**src/rtl/core/ps2_set1_scancode_to_ascii_assert.svh**
```systemverilog
// ----------------------------------------------------------------------------
// PS/2 set 1 decoder assertion macros
// Checks used by the top-level decoder, one macro use per assertion.
// ----------------------------------------------------------------------------
`ifndef PS2_SET1_SCANCODE_TO_ASCII_ASSERT_SVH
`define PS2_SET1_SCANCODE_TO_ASCII_ASSERT_SVH

// When the condition holds at an edge, the consequence holds at the same edge.
`define PS2S_ASSERT_SAME(label, cond, conseq, msg) \
	label: assert property (@(posedge clk) disable iff (!arst_n) \
		(cond) |-> (conseq)) else $error(msg);

// When the condition holds at an edge, the consequence holds at the next edge.
`define PS2S_ASSERT_NEXT(label, cond, conseq, msg) \
	label: assert property (@(posedge clk) disable iff (!arst_n) \
		(cond) |=> (conseq)) else $error(msg);

`endif

```
**src/rtl/core/ps2s_pkg.sv**
```systemverilog
// ----------------------------------------------------------------------------
// PS/2 set 1 decoder package
// Transaction types, scan code constants and the key translation tables.
// ----------------------------------------------------------------------------
package ps2s_pkg;

	typedef struct packed {
		logic [7:0] scan_byte;
	} scan_item_t;

	typedef struct packed {
		logic       event_kind;
		logic [7:0] key_code;
		logic       key_pressed;
		logic [6:0] ascii_char;
		logic       last_of_run;
	} event_item_t;

	// Decoder outcome for one byte, handed to the flag registers and output buffer.
	typedef struct packed {
		logic       swallow;
		logic       has_char;
		logic [6:0] ascii_char;
		logic       shift_nxt;
		logic       caps_nxt;
		logic       ext_nxt;
	} dec_t;

	localparam logic KIND_KEY  = 1'b0;
	localparam logic KIND_CHAR = 1'b1;

	localparam logic [7:0] SC_EXT_PREFIX   = 8'hE0;
	localparam logic [7:0] SC_LSHIFT_MAKE  = 8'h2A;
	localparam logic [7:0] SC_RSHIFT_MAKE  = 8'h36;
	localparam logic [7:0] SC_LSHIFT_BREAK = 8'hAA;
	localparam logic [7:0] SC_RSHIFT_BREAK = 8'hB6;
	localparam logic [7:0] SC_CAPS_MAKE    = 8'h3A;

	localparam logic [6:0] CHAR_LOWER_A = 7'h61;
	localparam logic [6:0] CHAR_LOWER_Z = 7'h7A;
	localparam logic [6:0] CASE_OFFSET  = 7'h20;

	// Unshifted character for a make code; zero means the key has no character.
	function automatic logic [6:0] key_lookup(input logic [6:0] code);
		logic [6:0] c;
		unique case (code)
			7'h02: c = 7'h31;
			7'h03: c = 7'h32;
			7'h04: c = 7'h33;
			7'h05: c = 7'h34;
			7'h06: c = 7'h35;
			7'h07: c = 7'h36;
			7'h08: c = 7'h37;
			7'h09: c = 7'h38;
			7'h0A: c = 7'h39;
			7'h0B: c = 7'h30;
			7'h0C: c = 7'h2D;
			7'h0D: c = 7'h3D;
			7'h0E: c = 7'h08;
			7'h0F: c = 7'h09;
			7'h10: c = 7'h71;
			7'h11: c = 7'h77;
			7'h12: c = 7'h65;
			7'h13: c = 7'h72;
			7'h14: c = 7'h74;
			7'h15: c = 7'h79;
			7'h16: c = 7'h75;
			7'h17: c = 7'h69;
			7'h18: c = 7'h6F;
			7'h19: c = 7'h70;
			7'h1A: c = 7'h5B;
			7'h1B: c = 7'h5D;
			7'h1C: c = 7'h0A;
			7'h1E: c = 7'h61;
			7'h1F: c = 7'h73;
			7'h20: c = 7'h64;
			7'h21: c = 7'h66;
			7'h22: c = 7'h67;
			7'h23: c = 7'h68;
			7'h24: c = 7'h6A;
			7'h25: c = 7'h6B;
			7'h26: c = 7'h6C;
			7'h27: c = 7'h3B;
			7'h28: c = 7'h27;
			7'h29: c = 7'h60;
			7'h2B: c = 7'h5C;
			7'h2C: c = 7'h7A;
			7'h2D: c = 7'h78;
			7'h2E: c = 7'h63;
			7'h2F: c = 7'h76;
			7'h30: c = 7'h62;
			7'h31: c = 7'h6E;
			7'h32: c = 7'h6D;
			7'h33: c = 7'h2C;
			7'h34: c = 7'h2E;
			7'h35: c = 7'h2F;
			7'h37: c = 7'h2A;
			7'h39: c = 7'h20;
			7'h47: c = 7'h37;
			7'h48: c = 7'h38;
			7'h49: c = 7'h39;
			7'h4A: c = 7'h2D;
			7'h4B: c = 7'h34;
			7'h4C: c = 7'h35;
			7'h4D: c = 7'h36;
			7'h4E: c = 7'h2B;
			7'h4F: c = 7'h31;
			7'h50: c = 7'h32;
			7'h51: c = 7'h33;
			7'h52: c = 7'h30;
			7'h53: c = 7'h2E;
			default: c = 7'h00;
		endcase
		return c;
	endfunction

	// Shifted form of a character; characters without one pass unchanged.
	function automatic logic [6:0] shift_map(input logic [6:0] c);
		logic [6:0] r;
		unique case (c)
			7'h5B: r = 7'h7B;
			7'h5C: r = 7'h7C;
			7'h5D: r = 7'h7D;
			7'h60: r = 7'h7E;
			7'h27: r = 7'h22;
			7'h28: r = 7'h28;
			7'h29: r = 7'h29;
			7'h2A: r = 7'h2A;
			7'h2B: r = 7'h2B;
			7'h2C: r = 7'h3C;
			7'h2D: r = 7'h5F;
			7'h2E: r = 7'h3E;
			7'h2F: r = 7'h3F;
			7'h30: r = 7'h29;
			7'h31: r = 7'h21;
			7'h32: r = 7'h40;
			7'h33: r = 7'h23;
			7'h34: r = 7'h24;
			7'h35: r = 7'h25;
			7'h36: r = 7'h5E;
			7'h37: r = 7'h26;
			7'h38: r = 7'h2A;
			7'h39: r = 7'h28;
			7'h3A: r = 7'h3A;
			7'h3B: r = 7'h3A;
			7'h3C: r = 7'h3C;
			7'h3D: r = 7'h2B;
			default: r = c;
		endcase
		return r;
	endfunction

endpackage

```
**src/rtl/core/ps2s_chan_if.sv**
```systemverilog
// ----------------------------------------------------------------------------
// PS/2 decoder channel
// Valid/ready channel carrying one payload per transaction.
// ----------------------------------------------------------------------------
interface ps2s_chan_if #(
	parameter type payload_t = logic
);
	logic     valid;
	logic     ready;
	payload_t payload;

	modport source (output valid, output payload, input ready);
	modport sink (input valid, input payload, output ready);
endinterface

```
**src/rtl/core/ps2s_decode.sv**
```systemverilog
// ----------------------------------------------------------------------------
// PS/2 set 1 byte decoder
// Translates one scan byte against the modifier flags and gives next flags.
// ----------------------------------------------------------------------------
module ps2s_decode (
	input  logic [7:0]   scan_byte,
	input  logic         shift_held,
	input  logic         caps_lock_on,
	input  logic         extended_pending,
	output ps2s_pkg::dec_t dec
);
	import ps2s_pkg::*;

	logic [6:0] base_char;
	logic [6:0] shifted_char;
	logic       is_lower;

	assign base_char    = scan_byte[7] ? 7'h00 : key_lookup(scan_byte[6:0]);
	assign shifted_char = shift_held ? shift_map(base_char) : base_char;
	assign is_lower     = (shifted_char >= CHAR_LOWER_A) && (shifted_char <= CHAR_LOWER_Z);

	always_comb begin
		dec            = '0;
		dec.shift_nxt  = shift_held;
		dec.caps_nxt   = caps_lock_on;
		dec.ext_nxt    = 1'b0;
		if (extended_pending) begin
			// The byte after an extended prefix is dropped without any event.
			dec.swallow = 1'b1;
		end else begin
			unique case (scan_byte)
				SC_EXT_PREFIX: dec.ext_nxt = 1'b1;
				SC_LSHIFT_MAKE, SC_RSHIFT_MAKE: dec.shift_nxt = 1'b1;
				SC_LSHIFT_BREAK, SC_RSHIFT_BREAK: dec.shift_nxt = 1'b0;
				SC_CAPS_MAKE: dec.caps_nxt = ~caps_lock_on;
				default: begin
					if ((shift_held ^ caps_lock_on) && is_lower) begin
						dec.ascii_char = shifted_char - CASE_OFFSET;
					end else begin
						dec.ascii_char = shifted_char;
					end
					dec.has_char = (shifted_char != 7'h00);
				end
			endcase
		end
	end
endmodule

```
**src/rtl/core/ps2s_out_buf.sv**
```systemverilog
// ----------------------------------------------------------------------------
// PS/2 decoder result buffer
// Holds the events of one byte and presents them one transaction at a time.
// ----------------------------------------------------------------------------
module ps2s_out_buf (
	input  logic       clk,
	input  logic       arst_n,
	input  logic       load,
	input  logic [7:0] load_code,
	input  logic       load_has_char,
	input  logic [6:0] load_char,
	output logic       free,
	ps2s_chan_if.source evt_out
);
	import ps2s_pkg::*;

	logic       vld_q;
	logic       phase_q;
	logic [7:0] code_q;
	logic       has_char_q;
	logic [6:0] char_q;
	logic       last;
	logic       fire;

	// The key event comes first; the character event, if any, closes the run.
	assign last = phase_q | ~has_char_q;
	assign fire = vld_q & evt_out.ready;
	assign free = ~vld_q | (evt_out.ready & last);

	always_ff @(posedge clk or negedge arst_n) begin
		if (!arst_n) begin
			vld_q   <= 1'b0;
			phase_q <= 1'b0;
		end else if (load) begin
			vld_q   <= 1'b1;
			phase_q <= 1'b0;
		end else if (fire) begin
			if (last) begin
				vld_q <= 1'b0;
			end else begin
				phase_q <= 1'b1;
			end
		end
	end

	always_ff @(posedge clk) begin
		if (load) begin
			code_q     <= load_code;
			has_char_q <= load_has_char;
			char_q     <= load_char;
		end
	end

	always_comb begin
		evt_out.valid               = vld_q;
		evt_out.payload.key_code    = code_q;
		evt_out.payload.last_of_run = last;
		if (phase_q) begin
			evt_out.payload.event_kind  = KIND_CHAR;
			evt_out.payload.key_pressed = 1'b1;
			evt_out.payload.ascii_char  = char_q;
		end else begin
			evt_out.payload.event_kind  = KIND_KEY;
			evt_out.payload.key_pressed = ~code_q[7];
			evt_out.payload.ascii_char  = 7'h00;
		end
	end
endmodule

```
**src/rtl/core/ps2_set1_scancode_to_ascii.sv**
```systemverilog
// ----------------------------------------------------------------------------
// PS/2 scan code set 1 to ASCII decoder
// Turns keyboard scan bytes into key events and character events.
// ----------------------------------------------------------------------------
// Usage:
// scan_in takes one raw set 1 scan byte per transaction. evt_out gives, for
// each byte, a key event and, for a make code that has a character, a
// character event after it; last_of_run marks the final event of a byte.
// A byte that follows an extended prefix produces no event.
// An accepted byte is registered in the input register, decoded
// combinationally and, once the result register is free, placed in it;
// its first event is then offered on evt_out.
// Throughput: one byte per cycle while evt_out is ready, for bytes with a
// key event only; a byte with a character event holds the result register
// until both of its events are taken, and the next byte waits meanwhile.
// Reset clears the shift, caps-lock and extended-prefix flags and empties
// both the input register and the result register.
// When evt_out stalls, the result register holds its event and the input
// register takes bytes until one needs the result register; then scan_in.ready drops.
// ----------------------------------------------------------------------------
module ps2_set1_scancode_to_ascii (
	input  logic clk,
	input  logic arst_n,
	ps2s_chan_if.sink   scan_in,
	ps2s_chan_if.source evt_out
);
	import ps2s_pkg::*;

	logic       vld_s1;
	logic [7:0] byte_s1;
	logic       shift_q;
	logic       caps_q;
	logic       ext_q;
	dec_t       dec;
	logic       free;
	logic       adv;
	logic       load;

	ps2s_decode u_decode (
		.scan_byte        (byte_s1),
		.shift_held       (shift_q),
		.caps_lock_on     (caps_q),
		.extended_pending (ext_q),
		.dec              (dec)
	);

	// A swallowed byte leaves the input register without touching the results.
	assign adv  = vld_s1 & (dec.swallow | free);
	assign load = vld_s1 & ~dec.swallow & free;

	assign scan_in.ready = ~vld_s1 | adv;

	always_ff @(posedge clk or negedge arst_n) begin
		if (!arst_n) begin
			vld_s1  <= 1'b0;
			shift_q <= 1'b0;
			caps_q  <= 1'b0;
			ext_q   <= 1'b0;
		end else begin
			if (scan_in.valid && scan_in.ready) begin
				vld_s1 <= 1'b1;
			end else if (adv) begin
				vld_s1 <= 1'b0;
			end
			if (adv) begin
				shift_q <= dec.shift_nxt;
				caps_q  <= dec.caps_nxt;
				ext_q   <= dec.ext_nxt;
			end
		end
	end

	always_ff @(posedge clk) begin
		if (scan_in.valid && scan_in.ready) begin
			byte_s1 <= scan_in.payload.scan_byte;
		end
	end

	ps2s_out_buf u_out_buf (
		.clk           (clk),
		.arst_n        (arst_n),
		.load          (load),
		.load_code     (byte_s1),
		.load_has_char (dec.has_char),
		.load_char     (dec.ascii_char),
		.free          (free),
		.evt_out       (evt_out)
	);

`include "ps2_set1_scancode_to_ascii_assert.svh"

	`PS2S_ASSERT_SAME(a_char_closes_run, evt_out.valid && evt_out.payload.event_kind == KIND_CHAR, evt_out.payload.last_of_run && evt_out.payload.key_pressed, "character event must be a pressed key and end its run")
	`PS2S_ASSERT_NEXT(a_char_follows_key, evt_out.valid && evt_out.ready && !evt_out.payload.last_of_run, evt_out.valid && evt_out.payload.event_kind == KIND_CHAR, "a key event without last_of_run must be followed by its character event")
	`PS2S_ASSERT_SAME(a_char_nonzero, evt_out.valid, (evt_out.payload.event_kind == KIND_CHAR) == (evt_out.payload.ascii_char != 7'h00), "ascii_char must be nonzero exactly on character events")
	`PS2S_ASSERT_NEXT(a_ext_swallow, vld_s1 && ext_q, !ext_q || !$past(adv), "extended prefix flag must clear when the following byte is consumed")

endmodule

```
**src/flat_wrapper.sv**
```systemverilog
// flat-port wrapper written by rule: the top's interface ports become plain ports
module ps2_set1_scancode_to_ascii_flat import ps2s_pkg::*;
  (clk, arst_n, scan_in_valid, scan_in_payload, scan_in_ready, evt_out_valid, evt_out_payload, evt_out_ready);
  ps2s_chan_if #(.payload_t(scan_item_t)) scan_in_i ();
  ps2s_chan_if #(.payload_t(event_item_t)) evt_out_i ();
  input  logic clk;
  input  logic arst_n;
  input wire logic [$bits(scan_in_i.valid)-1:0] scan_in_valid;
  input wire logic [$bits(scan_in_i.payload)-1:0] scan_in_payload;
  output wire logic [$bits(scan_in_i.ready)-1:0] scan_in_ready;
  output wire logic [$bits(evt_out_i.valid)-1:0] evt_out_valid;
  output wire logic [$bits(evt_out_i.payload)-1:0] evt_out_payload;
  input wire logic [$bits(evt_out_i.ready)-1:0] evt_out_ready;
  assign scan_in_i.valid = scan_in_valid;
  assign scan_in_i.payload = scan_in_payload;
  assign scan_in_ready = scan_in_i.ready;
  assign evt_out_valid = evt_out_i.valid;
  assign evt_out_payload = evt_out_i.payload;
  assign evt_out_i.ready = evt_out_ready;
  ps2_set1_scancode_to_ascii u_core (.clk(clk), .arst_n(arst_n), .scan_in(scan_in_i), .evt_out(evt_out_i));
endmodule
```
**config.mk**
```make
export PLATFORM = sky130hd
export DESIGN_NAME = ps2_set1_scancode_to_ascii_flat
export DESIGN_NICKNAME = d
export VERILOG_FILES = /design/src/rtl/core/ps2s_pkg.sv /design/src/rtl/core/ps2s_chan_if.sv /design/src/rtl/core/ps2s_decode.sv /design/src/rtl/core/ps2s_out_buf.sv /design/src/rtl/core/ps2_set1_scancode_to_ascii.sv /design/src/flat_wrapper.sv
export VERILOG_INCLUDE_DIRS = /design/src /design/src/rtl/core
export SDC_FILE = /design/constraint.sdc
export NUM_CORES = 1
export LEC_CHECK = 0
export BUFFER_PORTS_ARGS = -buffer_cell sky130_fd_sc_hd__buf_4
export CAP_MARGIN = 20
export CORE_ASPECT_RATIO = 1.1
export CORE_MARGIN = 1
export CORE_UTILIZATION = 55
export DETAILED_ROUTE_END_ITERATION = 10
export PLACE_DENSITY = 0.75
export RECOVER_POWER = 100
export REMOVE_ABC_BUFFERS = 1
export SLEW_MARGIN = 25
export SYNTH_ARGS = -nofsm -noshare
export SYNTH_HDL_FRONTEND = slang
export SYNTH_SLANG_ARGS = --single-unit
export TNS_END_PERCENT = 10
```
**constraint.sdc**
```tcl
create_clock -name clk -period 5.05 [get_ports clk]
set_clock_uncertainty 0.2 [all_clocks]
set_input_delay 0.2525 -clock clk [delete_from_list [all_inputs] [get_ports clk]]
set_output_delay 0.2525 -clock clk [all_outputs]
set_load 0.02 [all_outputs]
```
## Word-level counts from Yosys, hierarchy flattened

Memory sizes are Yosys's and may differ from the RTL's. A register that Yosys moved wholly into a read port is not among the register bits.
Index checks and enable logic that the tools add are counted.
Widths: inputs -> output; s select.

| storage, ports and cells | value |
|---|---|
| register bits | 30 |
| memory bits (read-only) | 896 |
| input bits | 12 |
| output and inout bits | 20 |
| word-level logic and storage cells | 105 |
| memories | 1 |

| cells by class | value |
|---|---|
| add/sub/neg operators | 1 |
| $lt $le $gt $ge | 2 |
| eq/ne operators | 34 |
| mux-type cells | 19 |
| bitwise logic cells | 17 |
| reductions and logical operators | 21 |

Memory list:

| name | words | width | rd ports | clocked after memory_dff | write ports | line | source |
|---|---|---|---|---|---|---|---|
| (name not given) | 128 | 7 | 1 | 1 | 0 | ps2s_pkg.sv:46 | `unique case (code)` |

Operators with widths:

| operator | count |
|---|---|
| $eq 7x6->1 const B | 23 |
| $pmux 7 s21 | 1 |
| $eq 7x7->1 const B | 4 |
| $mux 7 | 4 |
| $eq 8x6->1 const B | 3 |
| $eq 8x8->1 const B | 3 |
| $reduce_or 2->1 | 8 |
| $mux 1 | 12 |
| $mux 8 | 1 |
| $reduce_bool 2->1 | 4 |
| $ge 7x7->1 const B | 1 |
| $le 7x7->1 const B | 1 |
| $not 1->1 | 7 |
| $reduce_bool 7->1 | 1 |
| $reduce_or 7->1 | 1 |
| $sub 7x6->7 const B | 1 |
| $reduce_and 3->1 | 2 |
| $and 1x1->1 | 5 |
| $or 1x1->1 | 4 |
| $reduce_and 2->1 | 2 |
| $logic_and 1x1->1 | 3 |
| $ne 2x1->1 const B | 1 |
| $pmux 1 s2 | 1 |
| $xor 1x1->1 | 1 |

## Logic depth before layout (Yosys ltp)

Gate-level depths: netlist (run 1).

| logic depth | value |
|---|---|
| word-level depth | 9 |
| gate-level depth with buffers | 13 |
| gate-level depth less buffers | 12 |

## Hierarchy

A second synthesis (run 1) with hierarchy kept.

| second synthesis, totals | value |
|---|---|
| cells, all modules | 340 |
| area, all modules | 2950.3 µm² |

Modules (own cells, without submodules):

| module | times used | cells each | area an instance (µm²) |
|---|---|---|---|
| ps2s_decode | 1 | 284 | 1881.8 |
| ps2s_out_buf | 1 | 35 | 651.9 |
| ps2_set1_scancode_to_ascii | 1 | 21 | 416.6 |

## Worst setup path before layout (run 1)

Ideal clock, no wire load.

| timing | value |
|---|---|
| path type | reg-to-reg |
| start | reg u_core.u_out_buf.phase_q |
| end | reg (tool-made name) |
| setup time | 0.126 ns |
| data arrival time | 3.113 ns |
| data required time | 4.724 ns |
| setup slack | 1.611 ns |
| stages on the path, launching flop included | 13 |
| path buffers | 1 |
| period minus slack after synthesis | 3.439 ns |
| path through | dfrtp_1 nand2b_1 a211o_1 nand2_1 buf_4 mux2i_2 inv_1 ha_1 nand2_1 a21oi_1 a2111oi_0 a211o_1 o22ai_1 |

RTL lines:

| item | line | source |
|---|---|---|
| start: declaration | ps2s_out_buf.sv:18 | `logic phase_q;` |
| start signal: assignment | ps2s_out_buf.sv:33 | `phase_q <= 1'b0;` |
| start signal: assignment | ps2s_out_buf.sv:36 | `phase_q <= 1'b0;` |
| start signal: assignment | ps2s_out_buf.sv:41 | `phase_q <= 1'b1;` |

## Worst setup path after layout (run 1)

| timing | value |
|---|---|
| start | reg u_core.byte_s1[7] |
| end | reg u_core.u_out_buf.char_q[6], data pin |

| between the ends | value |
|---|---|
| word-level cells in the longest chain between the ends | 9 |
| elaborated cells on any way between the ends | 49 |
| classes of those cells | add/sub: 1; order compare: 2; eq/ne: 33; mux: 4; reduce/logical: 9 |

Ends and longest elaborated chain:

| item | line | source |
|---|---|---|
| start: declaration | ps2_set1_scancode_to_ascii.sv:30 | `logic [7:0] byte_s1;` |
| start signal: assignment | ps2_set1_scancode_to_ascii.sv:75 | `byte_s1 <= scan_in.payload.scan_byte;` |
| $mux 7 | ps2s_decode.sv:18 | `assign base_char = scan_byte[7] ? 7'h00 : key_lookup(scan_byte[6:0]);` |
| $eq 7x6->1 | ps2s_pkg.sv:120 | `unique case (c)` |
| $reduce_or 2->1 (no line) | - |  |
| $pmux 7 s21 | ps2s_pkg.sv:120 |  |
| $mux 7 | ps2s_decode.sv:19 | `assign shifted_char = shift_held ? shift_map(base_char) : base_char;` |
| $ge 7x7->1 or $le 7x7->1 (tied branches) | ps2s_decode.sv:20 | `assign is_lower = (shifted_char >= CHAR_LOWER_A) && (shifted_char <= CHAR_LOWER_Z);` |
| $logic_and 1x1->1 | ps2s_decode.sv:20 |  |
| $logic_and 1x1->1 | ps2s_decode.sv:37 | `if ((shift_held ^ caps_lock_on) && is_lower) begin` |
| $mux 7 | ps2s_decode.sv:37 |  |
| end signal: assignment | ps2s_out_buf.sv:50 | `char_q <= load_char;` |
| end: declaration | ps2s_out_buf.sv:21 | `logic [6:0] char_q;` |

Several ways; a longest one is shown, not always the timed one.
A chain may end at the register's enable or synchronous reset.

==> summary.md, run 1 <==
| Metric | Value |
|---|---|
| Detailed Place HPWL | 5.36 mm |
| Final standard cell utilization of the core | 0.641 |
| Final antenna diode count | 0 |
| R2R setup slack | 880 ps |
| Pins over their slew limit | 0 |
| Worst flop-to-flop path endpoint | u_core.u_out_buf.char_q[6] |
| Total grt overflow | 0 |
| Combined area of all synthesized cells | 3190 um2 |
| DIE AREA | 6120 um2 |
| Antenna violations before repair | 0 |
| Maximum capacitance violations | 0 |
| Synth warnings | 0 |
| Hold Path Origin | evt_out_ready |
| CTS tree | done |
| Total of endpoints with negative setup slack in the final report | 0 |
| Per-instance average area after synthesis | 8.54 um2 |
| Layout Nets | 423 |
| Clock insertion delay at the later pin of the skew report | 290 ps |
| # IOs | 32 |
| Slew @ Worst Pin | 1250 ps |
| Placeable core area | 5500 um2 |
| Number of storage elements in the synthesis netlist | 37 |
| Highest cell delay on the worst timing path | 620 ps |
| Per-cell routed wire length | 16.5 um |
| Number of cells on the worst hold path | 3 |
| Peak supply drop | 282 uV |
| Depth of the worst register-to-register path | 10 |
| Row Count | 28 |
| Endpoint arrival time on the critical path | 4020 ps |
| FMAX | 240 MHz |
| Number of buffers between clock root and the deepest sink | 2 |
| H-tree levels | 2 |
| Chain of cells forming the critical path | clkbuf_1, nand2b_1, a2111oi_0, or3_2, nand3b_1, o21ai_0, a31oi_1, and4_1, or3_1, and3b_1 |
| Clock-pin slew on the worst setup and hold paths | 80 ps |
| End point of the most critical hold path | u_core.u_out_buf.phase_q |
| Number of distinct library cell variants in the gate-level netlist after synthesis | 79 |
| Starting Density | 0.581 |
| Clock buffer count from CTS | 5 |
| Master of the slowest instance on the critical path | clkbuf_1 |
| Fin Setup TNS | 0 ps |
| Count of unresolved DRC violations after routing | 0 |
| Worst slew slack as a fraction of its limit | 0.144 |
| Unrepaired setup endpoints after global routing | false |
| Most frequent cells in the layout | 43 x nand2_1, 35 x nor2_1, 24 x edfxtp_1, 21 x o21ai_0, 18 x clkbuf_1 |
| Power density over cell area | 485 nW/um2 |
| RD Place Congestion | 0.904 |
| Number of buffers added on ports | 31 |
| Post-synth EDFFs | 24 |
| CP Max Fanout | 19 |
| Share of flip-flops with an asynchronous set or reset after synthesis | 0.162 |
| Sequential cell area fraction in the yosys report | 0.316 |
| Sink Count | 37 |
| Die width | 74.7 um |
| Critical path buffer and inverter count | 1 |
| R2R Path Start | u_core.byte_s1[7] |
| Die H | 81.9 um |
| Post-synthesis cell count | 374 |
| Layout cells sized above 1 | 0.0923 |
| Capturing element type of the critical path | register |
| Growth of design area from synthesis to finish | 10.4% |
| Maximum number of pins on one net before global-route repair | 27 |
| Vias per inst | 6.41 |
| Number of optimization iterations in the first detailed-route pass | 5 |
| Leakage dissipation | 1.33 nW |
| Category of cells accounting for the largest share of critical-path delay | simple AND/OR/NAND/NOR gates |
| Crit Path Category | reg -> reg |
| Min Tclk post-route | 4170 ps |
| 1st-iter DRT viols | 229 |
| Total routed wirelength | 7.87 mm |
| Class of the worst hold path | in -> reg |
| Most common library cell in the layout ignoring fill and taps | nand2_1 |
| Req. time, crit path | 4900 ps |
| Hold Vio Cnt, Final | 0 |
| Type of origin of the critical path | register |
| Vias after detailed routing | 3053 |
| First-pass GRT wire length | 13.1 mm |
| Antenna violation net count after detailed routing | 0 |
| Overall track demand over capacity in global routing | 0.273 |
| Root Buffer | clkbuf_8 |
| Final cycle utilization of the critical path | 0.826 |
| Most common flop cell mapped by yosys | edfxtp_1 |
| Vias in the first global route | 2785 |
| Result of the run | completed |
-- report_power, final --
group	total [W]	internal, W	switching [W]	leakage [nW]
logic	0.000856	0.000334	0.000522	0.912
clock network	0.000267	0.000161	0.000106	0.0574
registers	0.000587	0.000431	0.000156	0.361
total	0.00171	0.000925	0.000784	1.33
-- per-layer routing --
metal,routed length (um),up-vias,global-route usage
met2,3790,121,0.445
met1,3460,1442,0.351
met5,0,-,0
met4,196,0,0.125
li1,-,1468,-
met3,425,22,0.0466
-- through the flow --
step	setup slack, ps	power (W)	hold slack (ps)	instances	instance area (um2)
2_1_floorplan	853	0.00119	-243	347	3050
3_3_place_gp	1380	0.00145	-137	458	3420
3_5_place_dp	1340	0.00147	-135	458	3420
4_1_cts	1320	0.00175	39.8	476	3640
5_1_grt	583	0.00184	40.5	476	3530
6_report	880	0.00171	36.0	476	3530
-- logic make-up (layout without fill, tap and decap cells) --
kind of cell | after synthesis | after routing | share of synthesized area
AOI/OAI and AO/OA | 111 | 111 | 0.256
xor gates and xnor gates | 5 | 5 | 0.0137
adders and majority gates | 11 | 11 | 0.0431
buffers and inverters | 41 | 68 | 0.0615
DFF | 37 | 37 | 0.316
muxes | 10 | 10 | 0.0337
and+or+nand+nor | 159 | 159 | 0.275
-- synth_stat cells (4+ instances only) --
cell type / number / area [um2]
dfrtp_1: 6 / 150
a211oi_1: 7 / 52.6
a31oi_1: 6 / 37.5
nand4_1: 5 / 31.3
a22oi_1: 5 / 37.5
nand2_1: 43 / 161
ha_1: 11 / 138
o32ai_1: 4 / 35.0
o21ai_0: 20 / 100
nor2_1: 35 / 131
mux2i_1: 6 / 60.1
and2_1: 8 / 50.1
nand3_1: 5 / 25.0
nand2b_1: 8 / 50.1
nor2b_1: 4 / 25.0
edfxtp_1: 24 / 721
nor3b_1: 6 / 45.0
dfxtp_1: 7 / 140
nor3_1: 11 / 55.1
o22ai_1: 6 / 37.5
buf_2: 9 / 45.0
inv_1: 12 / 45.0
a21oi_1: 14 / 70.1
buf_4: 4 / 30.0
o211ai_1: 10 / 75.1
clkbuf_1: 11 / 41.3
-- worst max path at each step --
stage                             startpoint                    endpoint  slack (ps)  depth (start not counted)
finish                     u_core.byte_s1[7]  u_core.u_out_buf.char_q[6]         880                         10
global route               u_core.byte_s1[7]  u_core.u_out_buf.char_q[6]         580                         10
CTS                 u_core.u_out_buf.phase_q                    register        1320                         11
detailed placement  u_core.u_out_buf.phase_q                    register        1340                         11
global placement    u_core.u_out_buf.phase_q                    register        1380                         11
floorplan           u_core.u_out_buf.phase_q                    register         850                         11
-- timing repair --
action,in CTS,in global routing
hold buffers,10,0
buffers inserted,0,0
endpoints found under the hold margin,15,0
gates resized for setup,0,0
-- layout make-up --
cell class                      instances  area [um2]
Sequential cell                        37        1010
Clock buffer                            6        82.6
Fill cell                             487        1970
Tap cell                               75        93.8
Clock inverter                          2        37.5
Multi-Input combinational cell        296        1950
Inverter                               14        52.6
Timing Repair Buffer                   46         303
-- worst reg2reg max path, stage by stage, from the launching register on --
cell       delay [ps]
edfxtp_1          320
clkbuf_1          620
nand2b_1          340
a2111oi_0         110
or3_2             540
nand3b_1          230
o21ai_0           550
a31oi_1           220
and4_1            280
or3_1             330
and3b_1           180
No activity file was read; power rests on OpenSTA's default activity.
==> run 2, diff against run 1 <==
==> constraint.sdc (replaced) <==
create_clock -name clk -period 4 [get_ports clk]
set_clock_uncertainty 0.2 [all_clocks]
set_input_delay 0.2 -clock clk [delete_from_list [all_inputs] [get_ports clk]]
set_output_delay 0.2 -clock clk [all_outputs]
set_load 0.02 [all_outputs]
==> summary.md, run 2 (same netlist as run 1, synthesis figures left out) <==
| Metric | Value |
|---|---|
| Result of the run | completed |
| Total grt overflow | 0 (unchanged) |
| Clock buffer count from CTS | 5 (unchanged) |
| Min Tclk post-route | 3790 ps (-379 ps) |
| Layout cells sized above 1 | 0.0983 (+0.00601) |
| FMAX | 264 MHz (+10%) |
| Layout Nets | 429 (+1.4%) |
| Maximum number of pins on one net before global-route repair | 27 (unchanged) |
| CTS tree | done |
| Starting Density | 0.581 (unchanged) |
| Number of instances resized during post-cts repair | 0 (unchanged) |
| Vias after detailed routing | 3086 (+1.1%) |
| Vias per inst | 6.40 (-0.18%) |
| Antenna violation net count after detailed routing | 0 (unchanged) |
| DIE AREA | 6120 um2 (unchanged) |
| Final non-filler cell total | 482 (+1.3%) |
| Total of endpoints with negative setup slack in the final report | 0 (unchanged) |
| Growth of design area from synthesis to finish | 12.5% |
| Capturing element type of the critical path | register |
| Antenna violations before repair | 0 (unchanged) |
| Endpoint arrival time on the critical path | 3630 ps (-390 ps) |
| Slew @ Worst Pin | 716 ps (-532 ps) |
| R2R Path Start | u_core.byte_s1[7] |
| Number of optimization iterations in the first detailed-route pass | 5 (unchanged) |
| Clock insertion delay at the later pin of the skew report | 290 ps (about the same) |
| Die width | 74.7 um (unchanged) |
| Class of the worst hold path | in -> async |
| RD Place Congestion | 0.915 (+1.2%) |
| 1st-iter DRT viols | 250 (+9.2%) |
| Power density over cell area | 624 nW/um2 (+29%) |
| Per-cell routed wire length | 16.5 um (-0.47%) |
| Vias in the first global route | 2737 (-1.7%) |
| Sink Count | 37 (unchanged) |
| Total routed wirelength | 7.94 mm (+0.79%) |
| Row Count | 28 (unchanged) |
| Root Buffer | clkbuf_8 |
| Final standard cell utilization of the core | 0.654 (+0.0125) |
| Cts-stage hold buffer count | 11 (+1) |
| Number of buffers between clock root and the deepest sink | 2 (unchanged) |
| Cell total after placement | 463 (+1.1%) |
| Unrepaired setup endpoints after global routing | false |
| Peak supply drop | 412 uV (+46%) |
| Source of the critical timing path | u_core.byte_s1[7] |
| Type of origin of the critical path | register |
| Hold Vio Cnt, Final | 0 (unchanged) |
| Register Area | 1010 um2 (unchanged) |
| First-pass GRT wire length | 13.0 mm (-0.84%) |
| Worst slew slack as a fraction of its limit | 0.518 (+0.373) |
| Pins over their slew limit | 0 (unchanged) |
| Final cycle utilization of the critical path | 0.948 (+0.122) |
| Most common library cell in the layout ignoring fill and taps | nand2_1 |
| Die H | 81.9 um (unchanged) |
| H-tree levels | 2 (unchanged) |
| Maximum capacitance violations | 0 (unchanged) |
| Clock-pin slew on the worst setup and hold paths | 80 ps (about the same) |
| Overall track demand over capacity in global routing | 0.272 (-0.00110) |
| Final antenna diode count | 0 (unchanged) |
| Area of the multi-input gates | 1970 um2 (+1.2%) |
| Placeable core area | 5500 um2 (unchanged) |
| Number of buffers added on ports | 31 (unchanged) |
| # IOs | 32 (unchanged) |
| Req. time, crit path | 3840 ps (-1060 ps) |
| Fillers | 503 (+3.3%) |
| CP Max Fanout | 12 (-7) |
| Leakage dissipation | 1.36 nW (+2.2%) |
| Post-route worst hold slack | 104 ps (+68.2 ps) |
| Most frequent cells in the layout | 43 x nand2_1, 35 x nor2_1, 24 x edfxtp_1, 23 x clkbuf_1, 21 x o21ai_0 |
| Setup Fix Bufs, Post-CTS | 0 (unchanged) |
| Crit Path Category | reg -> reg |
| Count of unresolved DRC violations after routing | 0 (unchanged) |
| Detailed Place HPWL | 5.45 mm (+1.8%) |
-- run 2: path summary, 6_finish.rpt --
check / endpoint / slack [ps] / cells past startpoint
worst min register to register: u_core.caps_q / 300 / 1
worst max register to register: u_core.u_out_buf.char_q[6] / 210 / 9
min in group clk: u_core.caps_q / 300 / 1
worst max-delay path: u_core.u_out_buf.char_q[6] / 210 / 9
max in group asynchronous: u_core.shift_q / 3250 / 2
worst min-delay path: u_core.ext_q / 100 / 2
-- run 2: area by class of cell --
cell class | count | area share
multi-input cells | 296 | 0.548
flip-flops and latches | 37 | 0.281
repair buffers | 52 | 0.0922
well taps | 75 | 0.0261
clock buffers | 5 | 0.0191
clock inverters | 3 | 0.0191
inverters | 14 | 0.0146
-- run 2: critical path: stages, from the launching register on --
cell,delay [ps]
edfxtp_1,580
nand2b_1,320
a2111oi_0,110
or3_2,550
nand3b_4,190
o21ai_0,590
a31oi_1,210
and4_1,280
or3_1,340
and3b_1,180
-- run 2: power breakdown --
| part | switching, W | total, W | internal, W | leakage, nW |
|---|---|---|---|---|
| clock network | 0.000139 | 0.000390 | 0.000251 | 0.0687 |
| registers | 0.000159 | 0.000702 | 0.000544 | 0.361 |
| logic | 0.000707 | 0.00115 | 0.000444 | 0.930 |
-- run 2: per-stage QoR --
stage | cell area [um2] | TNS [ps] | setup WS [ps] | power [W]
after detailed placement | 3460 | 0 | 418 | 0.00188
final | 3590 | 0 | 209 | 0.00224
after floorplan | 3050 | -895 | -197 | 0.00151
after global placement | 3460 | 0 | 435 | 0.00187
after global routing | 3590 | 0 | 59.9 | 0.00241
after CTS | 3700 | 0 | 360 | 0.00229
-- run 2: per-layer routing --
| metal | wire length [um] | global-route usage | vias up |
|---|---|---|---|
| li1 | - | - | 1498 |
| met1 | 3470 | 0.359 | 1428 |
| met2 | 3790 | 0.449 | 138 |
| met3 | 485 | 0.0429 | 22 |
| met4 | 186 | 0.0943 | 0 |
| met5 | 0 | 0 | - |
==> run 3, diff against run 2 <==
--- a/config.mk
+++ b/config.mk
@@ -15,6 +15,7 @@
 export PLACE_DENSITY = 0.75
 export RECOVER_POWER = 100
 export REMOVE_ABC_BUFFERS = 1
+export SETUP_SLACK_MARGIN = 0.5
 export SLEW_MARGIN = 25
 export SYNTH_ARGS = -nofsm -noshare
 export SYNTH_HDL_FRONTEND = slang
==> summary.md, run 3 (same netlist as run 1, synthesis figures left out) <==
| Metric | Value |
|---|---|
| FMAX | 272 MHz (+3.1%) |
| Most frequent cells in the layout | 41 x nand2_1, 33 x nor2_1, 24 x buf_4, 24 x edfxtp_1, 22 x clkbuf_1 |
| # IOs | 32 (unchanged) |
| Hold Vio Cnt, Final | 0 (unchanged) |
| Number of buffers between clock root and the deepest sink | 2 (unchanged) |
| Category of cells accounting for the largest share of critical-path delay | simple AND/OR/NAND/NOR gates |
| Maximum capacitance violations | 0 (unchanged) |
| Logic pwr share | 0.526 (+0.013) |
| Share of power burned in the clock network | 0.165 (-0.009) |
| Clock-pin slew on the worst setup and hold paths | 80 ps (about the same) |
| Pins over their slew limit | 0 (unchanged) |
| Growth of design area from synthesis to finish | 19.4% |
| Placeable core area | 5500 um2 (unchanged) |
| Crit Path Category | reg -> reg |
| Antenna violation net count after detailed routing | 0 (unchanged) |
| CP Max Fanout | 7 (-5) |
| Clock insertion delay at the later pin of the skew report | 290 ps (about the same) |
| Master of the slowest instance on the critical path | edfxtp_1 |
| Internal power | 0.00130 W (+4.9%) |
| Antenna violations before repair | 0 (unchanged) |
| Starting Density | 0.581 (unchanged) |
| Layout cells sized above 1 | 0.178 (+0.0796) |
| Row Count | 28 (unchanged) |
| Leakage dissipation | 1.44 nW (+5.6%) |
| Total grt overflow | 0 (unchanged) |
| CTS tree | done |
| Net switching power figure | 0.00107 W (+6.4%) |
| Number of buffers added on ports | 31 (unchanged) |
| Fillers | 469 (-6.8%) |
| Result of the run | completed |
| Depth of the worst register-to-register path | 14 (+5) |
| CP Depth | 14 (+5) |
| Min Tclk post-route | 3680 ps (-113 ps) |
| Die width | 74.7 um (unchanged) |
| Fin Setup TNS | 0 ps (unchanged) |
| Final antenna diode count | 0 (unchanged) |
| Highest cell delay on the worst timing path | 550 ps (-40 ps) |
| Vias per inst | 6.37 (-0.50%) |
| Sink Count | 37 (unchanged) |
| Final total power | 0.00237 W (+5.6%) |
| Chain of cells forming the critical path | or3b_2, or3_1, nor3b_1, o31a_1, a22oi_2, inv_1, ha_2, nand2_2, nor3_1, o32a_1, buf_4, buf_4, o21ai_0, nor3b_1 |
| Layout Nets | 438 (+2.1%) |
| Setup slack of the critical path after layout | 321 ps (+113 ps) |
| Type of origin of the critical path | register |
| Clock buffer count from CTS | 5 (unchanged) |
| Per-cell routed wire length | 17.1 um (+3.7%) |
| RD Place Congestion | 0.915 (unchanged) |
| Vias in the first global route | 2761 (+0.88%) |
| DIE AREA | 6120 um2 (unchanged) |
| Most common library cell in the layout ignoring fill and taps | nand2_1 |
| Die H | 81.9 um (unchanged) |
| Class of the worst hold path | in -> async |
| Critical path buffer and inverter count | 3 (+3) |
| H-tree levels | 2 (unchanged) |
| 1st-iter DRT viols | 239 (-4.4%) |
| Slew @ Worst Pin | 661 ps (-55.2 ps) |
| First-pass GRT wire length | 13.0 mm (+0.53%) |
| Root Buffer | clkbuf_8 |
| Capturing element type of the critical path | register |
| Worst slew slack as a fraction of its limit | 0.547 (+0.0292) |
| Overall track demand over capacity in global routing | 0.274 (+0.00180) |
| Part of the power in registers | 0.309 (-0.004) |
| Power density over cell area | 621 nW/um2 (-0.50%) |
| Dpl ws | 418 ps (unchanged) |
| Number of optimization iterations in the first detailed-route pass | 5 (unchanged) |
| Vias after detailed routing | 3128 (+1.4%) |
| Count of unresolved DRC violations after routing | 0 (unchanged) |
| Peak supply drop | 469 uV (+14%) |
| Total of endpoints with negative setup slack in the final report | 0 (unchanged) |
| Total routed wirelength | 8.39 mm (+5.7%) |
| Req. time, crit path | 3820 ps (-20 ps) |
| Unrepaired setup endpoints after global routing | true |
| Maximum number of pins on one net before global-route repair | 27 (unchanged) |
| Final cycle utilization of the critical path | 0.920 (-0.0281) |
| Sw Ratio | 0.452 (+0.00373) |
| Endpoint arrival time on the critical path | 3500 ps (-130 ps) |
| Detailed Place HPWL | 5.45 mm (unchanged) |
-- run 3: changes by cell type in the layout (fill, tap and decap cells not counted), sizes merged --
cell / delta
clkbuf: -1
buf: +10
-- run 3: repair_timing --
action                                  in CTS  in global routing
buffers inserted                             3                  6
endpoints found under the setup margin       2                  8
pin swaps                                    2                 16
endpoints found under the hold margin       16                  0
gates resized for setup                     10                 32
hold buffers                                11                  0
-- run 3: stage by stage --
step	hold slack (ps)	util	cells	cell area, um2
global route	127	0.693	491	3810
CTS	44.2	0.683	485	3760
finish	101	0.693	491	3810
global placement	-188	0.628	463	3460
floorplan	-296	-	347	3050
detailed placement	-189	0.628	463	3460
-- run 3: final timing paths --
check,startpoint,endpoint,slack [ps]
worst min-delay path,arst_n,u_core.ext_q,100
max in group asynchronous,arst_n,u_core.vld_s1,3250
worst max register to register,u_core.byte_s1[7],u_core.u_out_buf.char_q[5],320
worst min register to register,u_core.caps_q,u_core.caps_q,300
min in group clk,u_core.caps_q,u_core.caps_q,300
worst max-delay path,u_core.byte_s1[7],u_core.u_out_buf.char_q[5],320
-- run 3: metal layers --
layer,vias to the layer above,share of wire,global-route usage
met1,1448,0.43,0.361
met5,-,0,0
met4,0,0.029,0.102
li1,1508,-,-
met2,142,0.48,0.450
met3,30,0.057,0.0429
-- run 3: area by class of cell --
| cell class | count | area (um2) | area share |
|---|---|---|---|
| inverter | 14 | 52.6 | 0.0138 |
| multi-input combinational | 296 | 2100 | 0.551 |
| timing repair buffer | 61 | 407 | 0.107 |
| tap | 75 | 93.8 | 0.0246 |
| sequential | 37 | 1020 | 0.268 |
| clock inverter | 3 | 68.8 | 0.0180 |
| clock buffer | 5 | 68.8 | 0.0180 |
-- run 3: power by group through the flow --
stage                     sequential [W]  combinational, W  clock, W
after detailed placement        0.000710           0.00117         0
final                           0.000732           0.00124  0.000391
after global routing            0.000756           0.00136  0.000410
after CTS                       0.000710           0.00120  0.000395
after floorplan                 0.000732          0.000777         0
after global placement          0.000703           0.00116         0
